[src/cwss_pkg.sv]
// ----------------------------------------------------------------------------
// cwss_pkg
// shared widths, register indexes and control structs of the window sequencer
// ----------------------------------------------------------------------------
`timescale 1ns / 1ps
`default_nettype none

package cwss_pkg;

	localparam int CWSS_PE_ROWS = 4;
	localparam int CWSS_PE_COLS = 4;

	localparam int SLOT_BITS   = 5;
	localparam int SLOT_COUNT  = 4;
	localparam int LSEL_W      = SLOT_BITS * SLOT_COUNT;
	localparam int POS_W       = 13;
	localparam int CNT_W       = 16;
	localparam int DIM_W       = 12;
	localparam int WIN_W       = 5;
	localparam int BND_W       = 15;
	localparam int ROT_W       = 3;
	localparam int REQ_W       = 16;
	localparam int CFG_IDX_W   = 3;
	localparam int CFG_DATA_W  = 16;
	localparam int IN_TDATA_W  = 24;
	localparam int OUT_TDATA_W = 56;

	typedef enum logic [CFG_IDX_W-1:0] {
		REG_PASS_COUNT     = 3'd0,
		REG_PREFETCH_ITEMS = 3'd1,
		REG_WINDOW_ROWS    = 3'd2,
		REG_WINDOW_COLS    = 3'd3,
		REG_STEP_SIZE      = 3'd4,
		REG_IMAGE_ROWS     = 3'd5,
		REG_IMAGE_COLS     = 3'd6
	} cfg_reg_t;

	typedef struct packed {
		logic fire;
		logic start;
		logic prefetch;
		logic compute;
		logic step_h;
		logic step_v;
		logic finish;
	} cwss_cmd_t;

	typedef struct packed {
		logic fetch_done;
		logic req_any;
		logic col_wrap;
		logic row_wrap;
		logic pass_last;
	} cwss_stat_t;

endpackage

`default_nettype wire

[src/conv_window_stride_sequencer.sv]
// ----------------------------------------------------------------------------
// conv_window_stride_sequencer
// convolution window and stride sequencer for a pe array with line memories
//
// usage:
//  - s_axis carries one controller tick per beat: start flag and the pe
//    stride request bits; m_axis returns one result beat per input beat
//  - cfg writes a register by index; always ready, write only while idle
//  - a result appears in the cycle after its input beat is taken; one beat per
//    cycle is sustained while the remainder unit is idle and results are taken
//  - every vertical step tick, and every window_rows write, starts the row
//    offset remainder unit: a setup state, then a bit-serial pass, so
//    s_axis_tready stays low after such a beat until the pass is over
//  - the single output register frees the input side: a new beat is taken
//    while the held result is being taken in the same cycle
//  - when the receiver stalls, the result is held and s_axis_tready drops
//  - reset: phase idle, counters and held fields zero, registers to defaults
// ----------------------------------------------------------------------------
`timescale 1ns / 1ps
`default_nettype none

module conv_window_stride_sequencer import cwss_pkg::*; #(
	parameter int PE_ROWS = CWSS_PE_ROWS,
	parameter int PE_COLS = CWSS_PE_COLS
) (
	input  wire logic                   clk,
	input  wire logic                   arst_n,
	input  wire logic                   cfg_valid,
	output logic                        cfg_ready,
	input  wire logic [CFG_IDX_W-1:0]   cfg_index,
	input  wire logic [CFG_DATA_W-1:0]  cfg_data,
	input  wire logic                   s_axis_tvalid,
	output logic                        s_axis_tready,
	// start_layer [0], pe_stride_bits [16:1], zero [23:17]
	input  wire logic [IN_TDATA_W-1:0]  s_axis_tdata,
	output logic                        m_axis_tvalid,
	input  wire logic                   m_axis_tready,
	// stride_advance [0], compute_on [1], layer_finished [2],
	// line_read_enable [3], line_write_enable [4], data_reuse [5],
	// reuse_column [17:6], fresh_column [29:18], line_select_packed [49:30],
	// zero [55:50]
	output logic [OUT_TDATA_W-1:0]      m_axis_tdata
);

	cwss_cmd_t         cmd;
	cwss_stat_t        stat;
	logic              fire;
	logic              rot_valid;
	logic              out_valid_q;
	logic              stride_advance;
	logic              compute_on;
	logic              layer_finished;
	logic              line_read_enable;
	logic              line_write_enable;
	logic              data_reuse;
	logic [DIM_W-1:0]  reuse_column;
	logic [DIM_W-1:0]  fresh_column;
	logic [LSEL_W-1:0] line_select_packed;

	assign cfg_ready     = 1'b1;
	assign s_axis_tready = rot_valid && (!out_valid_q || m_axis_tready);
	assign fire          = s_axis_tvalid && s_axis_tready;

	cwss_ctrl u_ctrl (
		.clk   (clk),
		.arst_n(arst_n),
		.fire  (fire),
		.start (s_axis_tdata[0]),
		.stat  (stat),
		.cmd   (cmd)
	);

	cwss_dp #(
		.PE_ROWS(PE_ROWS),
		.PE_COLS(PE_COLS)
	) u_dp (
		.clk               (clk),
		.arst_n            (arst_n),
		.cfg_we            (cfg_valid && cfg_ready),
		.cfg_index         (cfg_index),
		.cfg_data          (cfg_data),
		.pe_stride_bits    (s_axis_tdata[REQ_W:1]),
		.cmd               (cmd),
		.stat              (stat),
		.rot_valid         (rot_valid),
		.stride_advance    (stride_advance),
		.compute_on        (compute_on),
		.layer_finished    (layer_finished),
		.line_read_enable  (line_read_enable),
		.line_write_enable (line_write_enable),
		.data_reuse        (data_reuse),
		.reuse_column      (reuse_column),
		.fresh_column      (fresh_column),
		.line_select_packed(line_select_packed)
	);

	always_ff @(posedge clk or negedge arst_n) begin
		if (!arst_n) begin
			out_valid_q <= 1'b0;
		end else if (fire) begin
			out_valid_q <= 1'b1;
		end else if (m_axis_tready) begin
			out_valid_q <= 1'b0;
		end
	end

	assign m_axis_tvalid = out_valid_q;
	assign m_axis_tdata  = {
		6'b0,
		line_select_packed,
		fresh_column,
		reuse_column,
		data_reuse,
		line_write_enable,
		line_read_enable,
		layer_finished,
		compute_on,
		stride_advance
	};

endmodule

`default_nettype wire

[src/cwss_rowmod.sv]
// ----------------------------------------------------------------------------
// cwss_rowmod
// row offset unit: row_pos mod window_rows (the pe row count when window_rows
// is zero) by bit-serial division, then reduced at the pe row count
// ----------------------------------------------------------------------------
`timescale 1ns / 1ps
`default_nettype none

module cwss_rowmod import cwss_pkg::*; #(
	parameter int PE_ROWS = CWSS_PE_ROWS
) (
	input  wire logic             clk,
	input  wire logic             arst_n,
	input  wire logic             dirty,
	input  wire logic [POS_W-1:0] row_pos,
	input  wire logic [WIN_W-1:0] window_rows,
	output logic      [ROT_W-1:0] rot,
	output logic                  rot_valid
);

	localparam int ITER_W = $clog2(POS_W);
	localparam int FOLD_W = WIN_W + ROT_W + 1;
	localparam logic [WIN_W-1:0]  PE_DIV  = WIN_W'(PE_ROWS);
	localparam logic [FOLD_W-1:0] PE_FOLD = FOLD_W'(PE_ROWS);

	typedef enum logic [1:0] {
		M_IDLE,
		M_PEND,
		M_PASS
	} mstate_t;

	mstate_t             state_q;
	logic [WIN_W-1:0]    div_q;
	logic [POS_W-1:0]    dvd_q;
	logic [WIN_W-1:0]    rem_q;
	logic [ITER_W-1:0]   iter_q;
	logic [ROT_W-1:0]    rot_q;

	logic [WIN_W:0]      trial;
	logic [WIN_W:0]      diff;
	logic                ge;
	logic [WIN_W-1:0]    rem_nx;

	// small remainder reduced at the pe row count by shifted compare and subtract
	function automatic logic [ROT_W-1:0] fold_rows(input logic [WIN_W-1:0] x);
		logic [FOLD_W-1:0] r;
		r = FOLD_W'(x);
		for (int k = WIN_W - 1; k >= 0; k--) begin
			if (r >= (PE_FOLD << k)) begin
				r = r - (PE_FOLD << k);
			end
		end
		return r[ROT_W-1:0];
	endfunction

	assign trial  = {rem_q, dvd_q[POS_W-1]};
	assign diff   = trial - {1'b0, div_q};
	assign ge     = trial >= {1'b0, div_q};
	assign rem_nx = ge ? diff[WIN_W-1:0] : trial[WIN_W-1:0];

	always_ff @(posedge clk or negedge arst_n) begin
		if (!arst_n) begin
			state_q <= M_IDLE;
			div_q   <= '0;
			dvd_q   <= '0;
			rem_q   <= '0;
			iter_q  <= '0;
			rot_q   <= '0;
		end else if (dirty) begin
			state_q <= M_PEND;
		end else begin
			case (state_q)
				M_PEND: begin
					dvd_q   <= row_pos;
					rem_q   <= '0;
					iter_q  <= ITER_W'(POS_W - 1);
					state_q <= M_PASS;
					if (window_rows == '0) begin
						div_q <= PE_DIV;
					end else begin
						div_q <= window_rows;
					end
				end
				M_PASS: begin
					rem_q  <= rem_nx;
					dvd_q  <= {dvd_q[POS_W-2:0], 1'b0};
					iter_q <= iter_q - 1'b1;
					if (iter_q == '0) begin
						rot_q   <= fold_rows(rem_nx);
						state_q <= M_IDLE;
					end
				end
				default: begin
					state_q <= M_IDLE;
				end
			endcase
		end
	end

	assign rot       = rot_q;
	assign rot_valid = (state_q == M_IDLE);

endmodule

`default_nettype wire

[src/cwss_ctrl.sv]
// ----------------------------------------------------------------------------
// cwss_ctrl
// phase state machine: prefetch, compute, horizontal and vertical steps, done
// ----------------------------------------------------------------------------
`timescale 1ns / 1ps
`default_nettype none

module cwss_ctrl import cwss_pkg::*; (
	input  wire logic       clk,
	input  wire logic       arst_n,
	input  wire logic       fire,
	input  wire logic       start,
	input  wire cwss_stat_t stat,
	output cwss_cmd_t       cmd
);

	typedef enum logic [2:0] {
		PH_IDLE,
		PH_PREFETCH,
		PH_COMPUTE,
		PH_STEP_H,
		PH_STEP_V,
		PH_DONE
	} phase_t;

	phase_t phase_q;
	phase_t cur;
	phase_t nxt;

	assign cur = start ? PH_PREFETCH : phase_q;

	always_comb begin
		cmd          = '0;
		cmd.fire     = fire;
		cmd.start    = start;
		cmd.prefetch = (cur == PH_PREFETCH);
		cmd.compute  = (cur == PH_COMPUTE);
		cmd.step_h   = (cur == PH_STEP_H);
		cmd.step_v   = (cur == PH_STEP_V);
		cmd.finish   = (cur == PH_DONE);
	end

	always_comb begin
		case (cur)
			PH_PREFETCH: nxt = stat.fetch_done ? PH_COMPUTE : PH_PREFETCH;
			PH_COMPUTE:  nxt = stat.req_any ? PH_STEP_H : PH_COMPUTE;
			PH_STEP_H:   nxt = stat.col_wrap ? PH_STEP_V : PH_COMPUTE;
			PH_STEP_V: begin
				if (!stat.row_wrap) begin
					nxt = PH_COMPUTE;
				end else if (stat.pass_last) begin
					nxt = PH_DONE;
				end else begin
					nxt = PH_PREFETCH;
				end
			end
			PH_DONE:     nxt = PH_DONE;
			default:     nxt = PH_IDLE;
		endcase
	end

	always_ff @(posedge clk or negedge arst_n) begin
		if (!arst_n) begin
			phase_q <= PH_IDLE;
		end else if (fire) begin
			phase_q <= nxt;
		end
	end

endmodule

`default_nettype wire

[src/cwss_dp.sv]
// ----------------------------------------------------------------------------
// cwss_dp
// configuration registers, position and pass counters, held result fields
// ----------------------------------------------------------------------------
`timescale 1ns / 1ps
`default_nettype none

module cwss_dp import cwss_pkg::*; #(
	parameter int PE_ROWS = CWSS_PE_ROWS,
	parameter int PE_COLS = CWSS_PE_COLS
) (
	input  wire logic                  clk,
	input  wire logic                  arst_n,
	input  wire logic                  cfg_we,
	input  wire logic [CFG_IDX_W-1:0]  cfg_index,
	input  wire logic [CFG_DATA_W-1:0] cfg_data,
	input  wire logic [REQ_W-1:0]      pe_stride_bits,
	input  wire cwss_cmd_t             cmd,
	output cwss_stat_t                 stat,
	output logic                       rot_valid,
	output logic                       stride_advance,
	output logic                       compute_on,
	output logic                       layer_finished,
	output logic                       line_read_enable,
	output logic                       line_write_enable,
	output logic                       data_reuse,
	output logic [DIM_W-1:0]           reuse_column,
	output logic [DIM_W-1:0]           fresh_column,
	output logic [LSEL_W-1:0]          line_select_packed
);

	localparam int NREQ = (PE_ROWS * PE_COLS >= REQ_W) ? REQ_W : PE_ROWS * PE_COLS;

	logic [CNT_W-1:0]  pass_count_q;
	logic [CNT_W-1:0]  prefetch_q;
	logic [WIN_W-1:0]  win_rows_q;
	logic [WIN_W-1:0]  win_cols_q;
	logic [WIN_W-1:0]  step_q;
	logic [DIM_W-1:0]  img_rows_q;
	logic [DIM_W-1:0]  img_cols_q;

	logic [POS_W-1:0]  row_pos_q;
	logic [POS_W-1:0]  col_pos_q;
	logic [CNT_W-1:0]  passes_q;
	logic [CNT_W-1:0]  fetched_q;
	logic [1:0]        en_q;
	logic              reuse_q;
	logic [DIM_W-1:0]  col_reuse_q;
	logic [DIM_W-1:0]  col_fresh_q;
	logic [LSEL_W-1:0] lsel_q;
	logic              adv_q;
	logic              comp_q;
	logic              fin_q;

	logic [CNT_W-1:0]  fetch_inc;
	logic [CNT_W-1:0]  pass_inc;
	logic [POS_W-1:0]  col_next;
	logic [POS_W-1:0]  row_next;
	logic signed [BND_W-1:0] col_bound;
	logic signed [BND_W-1:0] row_bound;
	logic signed [BND_W-1:0] col_ext;
	logic signed [BND_W-1:0] row_ext;
	logic [LSEL_W-1:0] lsel_nx;
	logic [ROT_W-1:0]  rot;
	logic              mod_dirty;

	assign fetch_inc = (cmd.start ? '0 : fetched_q) + 1'b1;
	assign pass_inc  = passes_q + 1'b1;
	assign col_next  = col_pos_q + POS_W'(step_q);
	assign row_next  = row_pos_q + POS_W'(step_q);
	assign col_bound = BND_W'(img_cols_q) - BND_W'(win_cols_q) + BND_W'(1);
	assign row_bound = BND_W'(img_rows_q) - BND_W'(win_rows_q) + BND_W'(1);
	assign col_ext   = BND_W'(col_next);
	assign row_ext   = BND_W'(row_next);

	always_comb begin
		stat            = '0;
		stat.fetch_done = fetch_inc >= prefetch_q;
		stat.req_any    = |pe_stride_bits[NREQ-1:0];
		stat.col_wrap   = col_ext >= col_bound;
		stat.row_wrap   = row_ext >= row_bound;
		stat.pass_last  = pass_inc >= pass_count_q;
	end

	// slot i: (i + row offset) wrapped at the pe row count
	always_comb begin
		logic [WIN_W-1:0] v;
		lsel_nx = '0;
		for (int i = 0; i < SLOT_COUNT; i++) begin
			v = WIN_W'(i) + WIN_W'(rot);
			if (v >= WIN_W'(PE_ROWS)) begin
				v = v - WIN_W'(PE_ROWS);
			end
			if (i < PE_ROWS) begin
				lsel_nx[i*SLOT_BITS +: SLOT_BITS] = v;
			end
		end
	end

	assign mod_dirty = (cmd.fire && cmd.step_v)
		|| (cfg_we && cfg_index == REG_WINDOW_ROWS);

	cwss_rowmod #(
		.PE_ROWS(PE_ROWS)
	) u_rowmod (
		.clk        (clk),
		.arst_n     (arst_n),
		.dirty      (mod_dirty),
		.row_pos    (row_pos_q),
		.window_rows(win_rows_q),
		.rot        (rot),
		.rot_valid  (rot_valid)
	);

	always_ff @(posedge clk or negedge arst_n) begin
		if (!arst_n) begin
			pass_count_q <= CNT_W'(1);
			prefetch_q   <= '0;
			win_rows_q   <= WIN_W'(3);
			win_cols_q   <= WIN_W'(3);
			step_q       <= WIN_W'(1);
			img_rows_q   <= DIM_W'(32);
			img_cols_q   <= DIM_W'(32);
		end else if (cfg_we) begin
			case (cfg_index)
				REG_PASS_COUNT:     pass_count_q <= cfg_data;
				REG_PREFETCH_ITEMS: prefetch_q   <= cfg_data;
				REG_WINDOW_ROWS:    win_rows_q   <= cfg_data[WIN_W-1:0];
				REG_WINDOW_COLS:    win_cols_q   <= cfg_data[WIN_W-1:0];
				REG_STEP_SIZE:      step_q       <= cfg_data[WIN_W-1:0];
				REG_IMAGE_ROWS:     img_rows_q   <= cfg_data[DIM_W-1:0];
				REG_IMAGE_COLS:     img_cols_q   <= cfg_data[DIM_W-1:0];
				default: ;
			endcase
		end
	end

	always_ff @(posedge clk or negedge arst_n) begin
		if (!arst_n) begin
			row_pos_q   <= '0;
			col_pos_q   <= '0;
			passes_q    <= '0;
			fetched_q   <= '0;
			en_q        <= '0;
			reuse_q     <= 1'b0;
			col_reuse_q <= '0;
			col_fresh_q <= '0;
			lsel_q      <= '0;
			adv_q       <= 1'b0;
			comp_q      <= 1'b0;
			fin_q       <= 1'b0;
		end else if (cmd.fire) begin
			adv_q  <= cmd.step_h | cmd.step_v;
			comp_q <= cmd.compute;
			fin_q  <= cmd.finish;
			if (cmd.start) begin
				passes_q  <= '0;
				fetched_q <= '0;
			end
			if (cmd.prefetch) begin
				en_q      <= 2'b10;
				fetched_q <= fetch_inc;
			end else if (cmd.compute) begin
				en_q   <= 2'b11;
				lsel_q <= lsel_nx;
			end else if (cmd.step_h) begin
				if (stat.col_wrap) begin
					col_pos_q <= '0;
				end else begin
					col_pos_q <= col_next;
					if (step_q < win_cols_q) begin
						reuse_q     <= 1'b1;
						col_reuse_q <= col_next[DIM_W-1:0];
					end else begin
						reuse_q     <= 1'b0;
						col_fresh_q <= col_next[DIM_W-1:0];
					end
				end
			end else if (cmd.step_v) begin
				if (stat.row_wrap) begin
					row_pos_q <= '0;
					passes_q  <= pass_inc;
					if (!stat.pass_last) begin
						fetched_q <= '0;
					end
				end else begin
					row_pos_q <= row_next;
					reuse_q   <= (step_q < win_rows_q);
				end
			end else begin
				en_q <= '0;
			end
		end
	end

	assign stride_advance     = adv_q;
	assign compute_on         = comp_q;
	assign layer_finished     = fin_q;
	assign line_read_enable   = en_q[0];
	assign line_write_enable  = en_q[1];
	assign data_reuse         = reuse_q;
	assign reuse_column       = col_reuse_q;
	assign fresh_column       = col_fresh_q;
	assign line_select_packed = lsel_q;

endmodule

`default_nettype wire

[config.mk]
export PLATFORM = sky130hd
export DESIGN_NAME = conv_window_stride_sequencer
export DESIGN_NICKNAME = d
export VERILOG_FILES = /design/src/cwss_pkg.sv /design/src/conv_window_stride_sequencer.sv /design/src/cwss_rowmod.sv /design/src/cwss_ctrl.sv /design/src/cwss_dp.sv
export SDC_FILE = /design/constraint.sdc
export NUM_CORES = 1
export LEC_CHECK = 0
export BUFFER_PORTS_ARGS = -buffer_cell sky130_fd_sc_hd__buf_2
export CORE_ASPECT_RATIO = 0.6
export CORE_MARGIN = 1
export CORE_UTILIZATION = 51
export CTS_BUF_LIST = sky130_fd_sc_hd__clkbuf_8
export CTS_CLUSTER_DIAMETER = 30
export DETAILED_ROUTE_END_ITERATION = 7
export PLACE_DENSITY = 0.69
export SLEW_MARGIN = 20
export SYNTH_ARGS = -nofsm -noshare
export SYNTH_HDL_FRONTEND = slang
export SYNTH_HIERARCHICAL = 1
export SYNTH_SLANG_ARGS = --single-unit
[constraint.sdc]
create_clock -name clk -period 6.46 [get_ports clk]
set_input_delay 1.292 -clock clk [delete_from_list [all_inputs] [get_ports clk]]
set_output_delay 1.292 -clock clk [all_outputs]
set_load 0.01 [all_outputs]
==> After elaboration in Yosys (flattened, before gate mapping) <==
Index checks and enable logic that the tools add are counted.
{ "totals": {"out_inout_bits": 59, "in_bits": 48, "regBits": 215, "wordCells": 172} }
{ "classes": {"eq_ne": 18, "add_sub_neg": 20, "n_mux": 54, "order_cmp": 14, "reduce_logical": 32, "bitwise": 7} }
{ "op_table": {"columns": ["operator", "n"], "rows": [
  ["$mux 16", 13],
  ["$mux 9", 8],
  ["$add 16x1->16 const B", 2],
  ["$ge 16x16->1", 2],
  ["$add 15x1->15 const B", 2],
  ["$ge 14x15->1", 2],
  ["$mux 5", 6],
  ["$add 13x5->13", 2],
  ["$mux 13", 2],
  ["$pmux 13 s2", 1],
  ["$sub 12x5->13", 2],
  ["$reduce_and 2->1", 9],
  ["$reduce_and 6->1", 3],
  ["$reduce_or 16->1", 1],
  ["$eq 3x3->1 const B", 5],
  ["$ge 5x3->1 const B", 3],
  ["$mux 3", 5],
  ["$pmux 3 s5", 1],
  ["$sub 5x3->5 const B", 3],
  ["$mux 2", 7],
  ["$eq 3x2->1 const B", 4],
  ["$lt 5x5->1", 2],
  ["$pmux 5 s2", 1],
  ["$ge 9x3->1 const B", 1],
  ["34 further kinds", 58]
]} }

==> Depth between registers and ports, before layout <==
Gate-level depths: netlist of run 1.
{ "depth": {"ltp_word": 14, "mapped_depth": 22, "depth_no_buf": 22} }

==> Cells and area by module <==
The synthesis of run 1 kept the hierarchy.
{ "by_module_without_submodules": {"columns": ["mod", "seq_area_each_um2", "cells_per_inst", "n_inst", "area_per_inst_um2"], "rows": [
  ["cwss_dp", 4389.2, 1086, 1, 10830.4],
  ["cwss_rowmod", 800.8, 164, 1, 1685.4],
  ["cwss_ctrl", 75.1, 44, 1, 312.8],
  ["conv_window_stride_sequencer", 25.0, 21, 1, 173.9]
]} }

==> Worst setup path after synthesis of run 1 <==
No wires, ideal clock.
{ "synth_path": {"path_kind": "register to register", "startpoint": "reg u_dp.win_cols_q[0]", "endpoint": "reg u_dp.col_fresh_q[10] (netlist: u_dp/fresh_column[10])", "period_less_slack_ns": 4.996, "t_required_ns": 6.335, "stages_incl_launch_ff": 18, "slack_ns": 1.464, "setup_ns": 0.125, "path_buffers": 1, "t_arrival_ns": 4.871, "path_cell_list": "dfstp_2 -> ha_1 -> inv_1 -> fa_1 -> a211oi_2 -> o21ai_2 -> or3_1 -> o32a_1 -> or4_4 -> xnor2_1 -> ha_1 -> a2111oi_0 -> nand3_1 -> o211a_1 -> a211o_4 -> nor3_4 -> buf_6 -> mux2_2"} }
{ "synth_lines": {"columns": ["element", "line_no", "rtl"], "rows": [
  ["start, declared", "cwss_dp.sv:37", "logic [WIN_W-1:0] win_cols_q;"],
  ["start signal, assigned", "cwss_dp.sv:129", "REG_WINDOW_COLS: win_cols_q <= cfg_data[WIN_W-1:0];"],
  ["end signal, assigned", "cwss_dp.sv:176", "col_fresh_q <= col_next[DIM_W-1:0];"],
  ["end, declared", "cwss_dp.sv:49", "logic [DIM_W-1:0] col_fresh_q;"]
]} }

==> qor.yml, run 1 <==
status: "complete, no violations"
syn2layout_area_growth_pct: 11.7
dpl.hpwl_mm: 22.0
setup_violations: 0
synth_xor_area_frac: 0.0566
ant_nets: 0
yosysMostFrequentCell: "dfrtp_1"
ys_seq_area_frac: 0.407
whs_ns: 0.469
layout_min_cycle_time_ns: 5.94
powerDensity_mw_per_mm2: 293
drt_drc_violations_left: 0
maxCapViolations: 0
vias: 10100
place.gp.congestion: 0.872
nets: 1555
hp-start: "u_dp/line_select_packed[17]"
end_kind: "register"
viasPerCell: 5.76
drive_gt1_frac: 0.191
rsz0062_at_grt: "false"
leakage_nw: 7.04
place_area_mm2: 0.0136
ys_seq_elements: 211
min_period_over_period: 0.919
cts_tree: "yes"
synth_edf_count: 0
drt_iter0_drc: 813
worstPathMaxFanout: 12
cts_setup_buffers: 0
grt_pass1_wl_mm: 51.4
ir_worst_vdd_v: 0.000181
cts_root_buf: "clkbuf_8"
synth_area_leader_cell: "dfrtp_1"
cts.path.max_buffers: 3
htree_levels: 2
numCtsBuffers: 41
worstSetupEndpoint: "u_dp/fresh_column[11]"
worstPathArrival_ns: 6.39
synthTopCellsByCount: "203 x dfrtp_1, 131 x nand2_1, 101 x ha_1"
fin_skew_ns: 0.0311
worstSkewPairLatency_ns: 0.57
final_area_mm2: 0.0145
yosys.area_share.simple: 0.154
crit_start: "u_dp/win_cols_q[0]"
antenna_found_initial: 0
relSlewSlack: 0.271
grtUsageTotal: 0.243
io_pins: 107
r2r_cells: 17
clock-sinks: 211
r2r-end: "u_dp/fresh_column[11]"
ys.flop_type: "dfrtp_1"
dieArea_mm2: 0.0262
first_global_vias: 9871
synthCells: 1315
ctsResizeCount: 0
synth_warnings: 6
cts.clk_slew.worst_paths_ns: 0.06
fp-row-count: 44
overflow: 0
dr.pass1.iters: 5
cts_hold_buf: 0
placedCellCount: 1680
regToRegStartpoint: "u_dp/win_cols_q[0]"
port_buffers: 92
chipHeight_um: 126
synth_cell_types: 87
crit_required_ns: 6.91
wirelength_mm: 30.6
synth_compound_area_frac: 0.153
synth_top_area_share: 0.391
fp.dieW_um: 208
maxSlewViolCount: 0
syn_area_mm2: 0.0130
coreArea_mm2: 0.0246
wl_per_cell_um: 17.4
worstSetupPathType: "reg -> reg"
crit_path_start_kind: "register"
yosys.area_share.adder: 0.105
hold_viol: 0
syn_avg_cell_area_um2: 9.89
reg2reg_slack_ns: 0.52
n_antenna_cell: 0
fin_cells: 1754
fin_tns_setup_ns: 0
tightestPinTransition_ns: 1.09
start_util: 0.528
synthMuxAreaShare: 0.0750
grt_max_degree: 111
holdCritPathClass: "reg -> reg"
synth_top_family_by_area: "simple AND/OR/NAND/NOR gates"
synthTopCellsByArea: "dfrtp_1 39%, ha_1 9.7%, mux2_2 6.1%"
synthArstFlopShare: 1.00
max_freq_ghz: 0.168
-- power breakdown --
group	total (mW)	internal, mW	switching [mW]
sequential	1.60	1.47	0.127
combinational	1.25	0.543	0.709
clock	1.41	0.818	0.591
total	4.26	2.83	1.43
-- cell usage in the layout, fill, tap and decap left out, types with 12 or more instances in the layout --
master      n
nand2b_1   23
mux2_2     70
a22o_1     24
ha_1      101
and3_1     23
nor2b_1    18
nor2_1     56
nand2_1   131
xor2_1     36
xnor2_1    48
mux2i_1    16
buf_2      91
inv_1      90
a21o_1     17
dfrtp_1   203
o211ai_1   18
nor3_1     19
and2_1     13
a22oi_1    12
o21ai_0    99
nand3_1    42
a21oi_1    36
clkbuf_8   53
-- kinds of logic after synthesis --
kind of cell / Yosys count
simple gates: 390
compound gates: 290
flops: 211
buf+inv: 144
fa+ha+maj: 106
mux: 88
xor+xnor: 84
other cells: 2
-- stage by stage --
stage | setup WS (ns) | total power [mW] | utilization
4_1_cts | 0.589 | 4.30 | 0.590
5_1_grt | 0.165 | 4.56 | 0.590
6_report | 0.520 | 4.26 | 0.590
3_5_place_dp | 0.595 | 2.86 | 0.554
2_1_floorplan | 1.46 | 2.54 | -
3_3_place_gp | 0.758 | 2.80 | 0.554
-- per-layer routing --
metal | track usage | share of wire | vias to the layer above
met1 | 0.376 | 0.53 | 4948
met2 | 0.339 | 0.40 | 255
met5 | 0 | 0 | -
met3 | 0.0544 | 0.060 | 45
met4 | 0.0627 | 0.015 | 0
li1 | - | - | 4850
-- worst max-delay path: stages (launching register included) --
cell       delay [ns]
dfstp_2          0.54
ha_1             0.17
inv_1            0.06
fa_1             0.41
a211oi_2         0.38
o21bai_1         0.23
xnor2_1          0.25
nor3b_1          0.36
nor3b_1          0.50
mux2i_1          0.27
xnor2_1          0.09
ha_1             0.20
a2111oi_0        0.51
nand3_1          0.14
o211a_1          0.28
a211o_4          0.41
nor3_4           0.59
mux2_2           0.41
-- how the worst min path moves through the flow --
stage / to / slack (ns) / cells past startpoint
floorplan: u_dp/en_q[0] / 0.45 / 2
finish: u_dp/line_select_packed[17] / 0.47 / 2
global placement: u_dp/line_select_packed[17] / 0.46 / 2
global route: u_dp/u_rowmod/dvd_q[1] / 0.49 / 2
CTS: u_dp/stride_advance / 0.48 / 1
detailed placement: u_dp/stride_advance / 0.46 / 1
-- sequential cells by signal, indices dropped and copies added, names as in the netlist, 4 cells and up --
name                     count
u_dp/col_pos_q              13
u_dp/fetched_q              16
u_dp/fresh_column           12
u_dp/img_cols_q             12
u_dp/img_rows_q             12
u_dp/line_select_packed     16
u_dp/pass_count_q           16
u_dp/passes_q               16
u_dp/prefetch_q             16
u_dp/reuse_column           12
u_dp/row_pos_q              13
u_dp/step_q                  5
u_dp/u_rowmod/div_q          5
u_dp/u_rowmod/dvd_q         13
u_dp/u_rowmod/iter_q         4
u_dp/u_rowmod/rem_q          5
u_dp/win_cols_q              5
u_dp/win_rows_q              5
-- layout make-up --
cell class / instances / area, um^2
fillers: 2139 / 10100
flip-flops and latches: 211 / 5290
clock inverters: 21 / 154
multi-input cells: 965 / 7110
clock buffers: 53 / 729
well taps: 322 / 403
repair buffers: 101 / 538
inverters: 81 / 304
No activity file was read; power rests on OpenSTA's default activity.
==> run 2, diff against run 1 <==
--- a/config.mk
+++ b/config.mk
@@ -6,9 +6,11 @@
 export NUM_CORES = 1
 export LEC_CHECK = 0
 export BUFFER_PORTS_ARGS = -buffer_cell sky130_fd_sc_hd__buf_2
+export CELL_PAD_IN_SITES_DETAIL_PLACEMENT = 1
+export CELL_PAD_IN_SITES_GLOBAL_PLACEMENT = 1
 export CORE_ASPECT_RATIO = 0.6
 export CORE_MARGIN = 1
-export CORE_UTILIZATION = 51
+export CORE_UTILIZATION = 40
 export CTS_BUF_LIST = sky130_fd_sc_hd__clkbuf_8
 export CTS_CLUSTER_DIAMETER = 30
 export DETAILED_ROUTE_END_ITERATION = 7
==> qor.yml, run 2 (synthesis gave the netlist of run 1 again) <==
ant_nets: 0  # unchanged
n_antenna_cell: 0  # unchanged
coreArea_mm2: 0.0316  # +28%
routed.top_layer: "met4"
max_freq_ghz: 0.170  # +0.75%
start_util: 0.412  # -0.117
wl_per_cell_um: 18.8  # +7.8%
worstSkewPairLatency_ns: 0.59  # +0.02 ns
grtUsageTotal: 0.216  # -0.0273
crit_required_ns: 6.93  # +0.02 ns
drt_iter0_drc: 574  # -29%
min_period_over_period: 0.913  # -0.00683
grt_max_degree: 174  # +57%
maxCapViolations: 0  # unchanged
cts_root_buf: "clkbuf_8"
worstSetupPathType: "reg -> reg"
layout_commonest_cell: "dfrtp_1"
drive_gt1_frac: 0.196  # +0.00463
utilization: 0.468  # -0.122
chipHeight_um: 142  # +13%
fp.dieW_um: 235  # +13%
overflow: 0  # unchanged
viasPerCell: 5.48  # -4.9%
wirelength_mm: 34.9  # +14%
regToRegStartpoint: "u_dp/win_cols_q[0]"
r2r-end: "u_dp/fresh_column[0]"
whs_endpoint: "u_dp/stride_advance"
tightestPinTransition_ns: 1.06  # -0.0242 ns
cts_tree: "yes"
worstPathMaxFanout: 12  # unchanged
dieArea_mm2: 0.0333  # +27%
dr.pass1.iters: 8  # +3
drt-met1-wl_mm: 18.5  # +14%
route.met2.wl_mm: 14.4  # +19%
powerDensity_mw_per_mm2: 305  # +4.1%
vias: 10200  # +0.58%
fin_skew_ns: 0.0256  # -0.00552 ns
clock-sinks: 211  # unchanged
r2r_cells: 16  # -1
final_cell_mix: "203 x dfrtp_1, 131 x nand2_1, 101 x ha_1"
relSlewSlack: 0.283  # +0.0118
cts_setup_buffers: 0  # unchanged
layout_min_cycle_time_ns: 5.90  # -0.0441 ns
violations: "design-rule violations"
holdCritPathClass: "reg -> reg"
fill_cells: 3554  # +66%
ctsResizeCount: 0  # unchanged
cts.path.max_buffers: 3  # unchanged
cts.clk_slew.worst_paths_ns: 0.06  # about the same
fin_tns_setup_ns: 0  # unchanged
cts_hold_buf: 0  # unchanged
crit_path_start_kind: "register"
first_global_vias: 10600  # +7.3%
antenna_found_initial: 0  # unchanged
dpl.hpwl_mm: 25.1  # +14%
fp-row-count: 50  # +14%
setup_violations: 0  # unchanged
end_kind: "register"
status: "complete, but fails checks"
hp-start: "u_dp/stride_advance"
place.gp.congestion: 0.834  # -4.3%
numCtsBuffers: 43  # +4.9%
syn2layout_area_growth_pct: 13.8
hold_viol: 0  # unchanged
maxSlewViolCount: 0  # unchanged
drt_drc_violations_left: 5  # +5
htree_levels: 2  # unchanged
hold_depth: 1  # -1
worstPathArrival_ns: 6.36  # -0.03 ns
wl_met3_mm: 1.51  # -18%
grt_pass1_wl_mm: 57.4  # +12%
reg2reg_slack_ns: 0.56  # +0.04 ns
ir_worst_vdd_v: 0.000131  # -27%
io_pins: 107  # unchanged
rsz0062_at_grt: "false"
port_buffers: 92  # unchanged
leakage_nw: 7.10  # +0.91%
nets: 1559  # +0.26%
[run 2: cell types whose count changed in the layout (fill, tap and decap cells not counted)]
cell / change
bufinv_16: +5
inv_6: +1
clkbuf_8: -4
clkinvlp_4: +2
clkinv_2: +2
buf_4: +1
inv_1: -1
buf_12: +1
[run 2: layout make-up]
| class | count | area, um^2 | area share |
|---|---|---|---|
| Clock buffer | 49 | 674 | 0.0456 |
| Clock inverter | 30 | 334 | 0.0226 |
| Inverter | 81 | 304 | 0.0205 |
| Multi-Input combinational cell | 965 | 7110 | 0.480 |
| Sequential cell | 211 | 5290 | 0.358 |
| Tap cell | 416 | 520 | 0.0352 |
| Timing Repair Buffer | 103 | 566 | 0.0382 |
[run 2: through the flow]
step / total power [mW] / cell area [um^2] / setup slack (ns) / hold WS (ns) / instances
after floorplan: 2.54 / 13000 / 1.46 / 0.448 / 1320
after global placement: 2.83 / 13800 / 0.754 / 0.458 / 1775
after detailed placement: 2.91 / 13800 / 0.558 / 0.467 / 1775
after CTS: 4.59 / 14800 / 0.523 / 0.480 / 1854
after global routing: 4.82 / 14800 / 0.241 / 0.484 / 1855
final: 4.52 / 14800 / 0.564 / 0.478 / 1855
[run 2: worst max-delay path, cell delays in order (launching register included)]
cell	delay, ns
dfstp_2	0.54
ha_1	0.16
inv_1	0.05
fa_1	0.41
a211oi_2	0.40
o21ai_2	0.17
or3_1	0.35
o32a_1	0.33
or4_4	0.47
xnor2_1	0.19
ha_1	0.27
a2111oi_0	0.55
nand3_1	0.14
o211a_1	0.27
a211o_4	0.42
nor3_4	0.59
mux2_2	0.42
[run 2: how the worst max path moves through the flow]
stage,depth (start not counted),start,to,slack [ns]
5_1_grt,16,u_dp/win_cols_q[0],u_dp/fresh_column[11],0.24
3_3_place_gp,16,u_dp/win_cols_q[0],u_dp/fresh_column[8],0.75
6_report,16,u_dp/win_cols_q[0],u_dp/fresh_column[0],0.56
3_5_place_dp,16,u_dp/win_cols_q[0],u_dp/fresh_column[0],0.56
4_1_cts,16,u_dp/win_cols_q[0],u_dp/fresh_column[0],0.52
2_1_floorplan,17,u_dp/win_cols_q[0],u_dp/fresh_column[10],1.46
[run 2: layer usage]
| layer | vias to the layer above | track usage |
|---|---|---|
| li1 | 4847 | - |
| met1 | 5079 | 0.325 |
| met2 | 191 | 0.315 |
| met3 | 40 | 0.0409 |
| met4 | 0 | 0.0564 |
| met5 | - | 0 |
[run 2: report_power, final]
part / internal, mW / switching (mW) / total, mW
Combinational: 0.547 / 0.742 / 1.29
Clock: 0.985 / 0.639 / 1.62
Sequential: 1.47 / 0.134 / 1.60
Total: 3.00 / 1.51 / 4.52
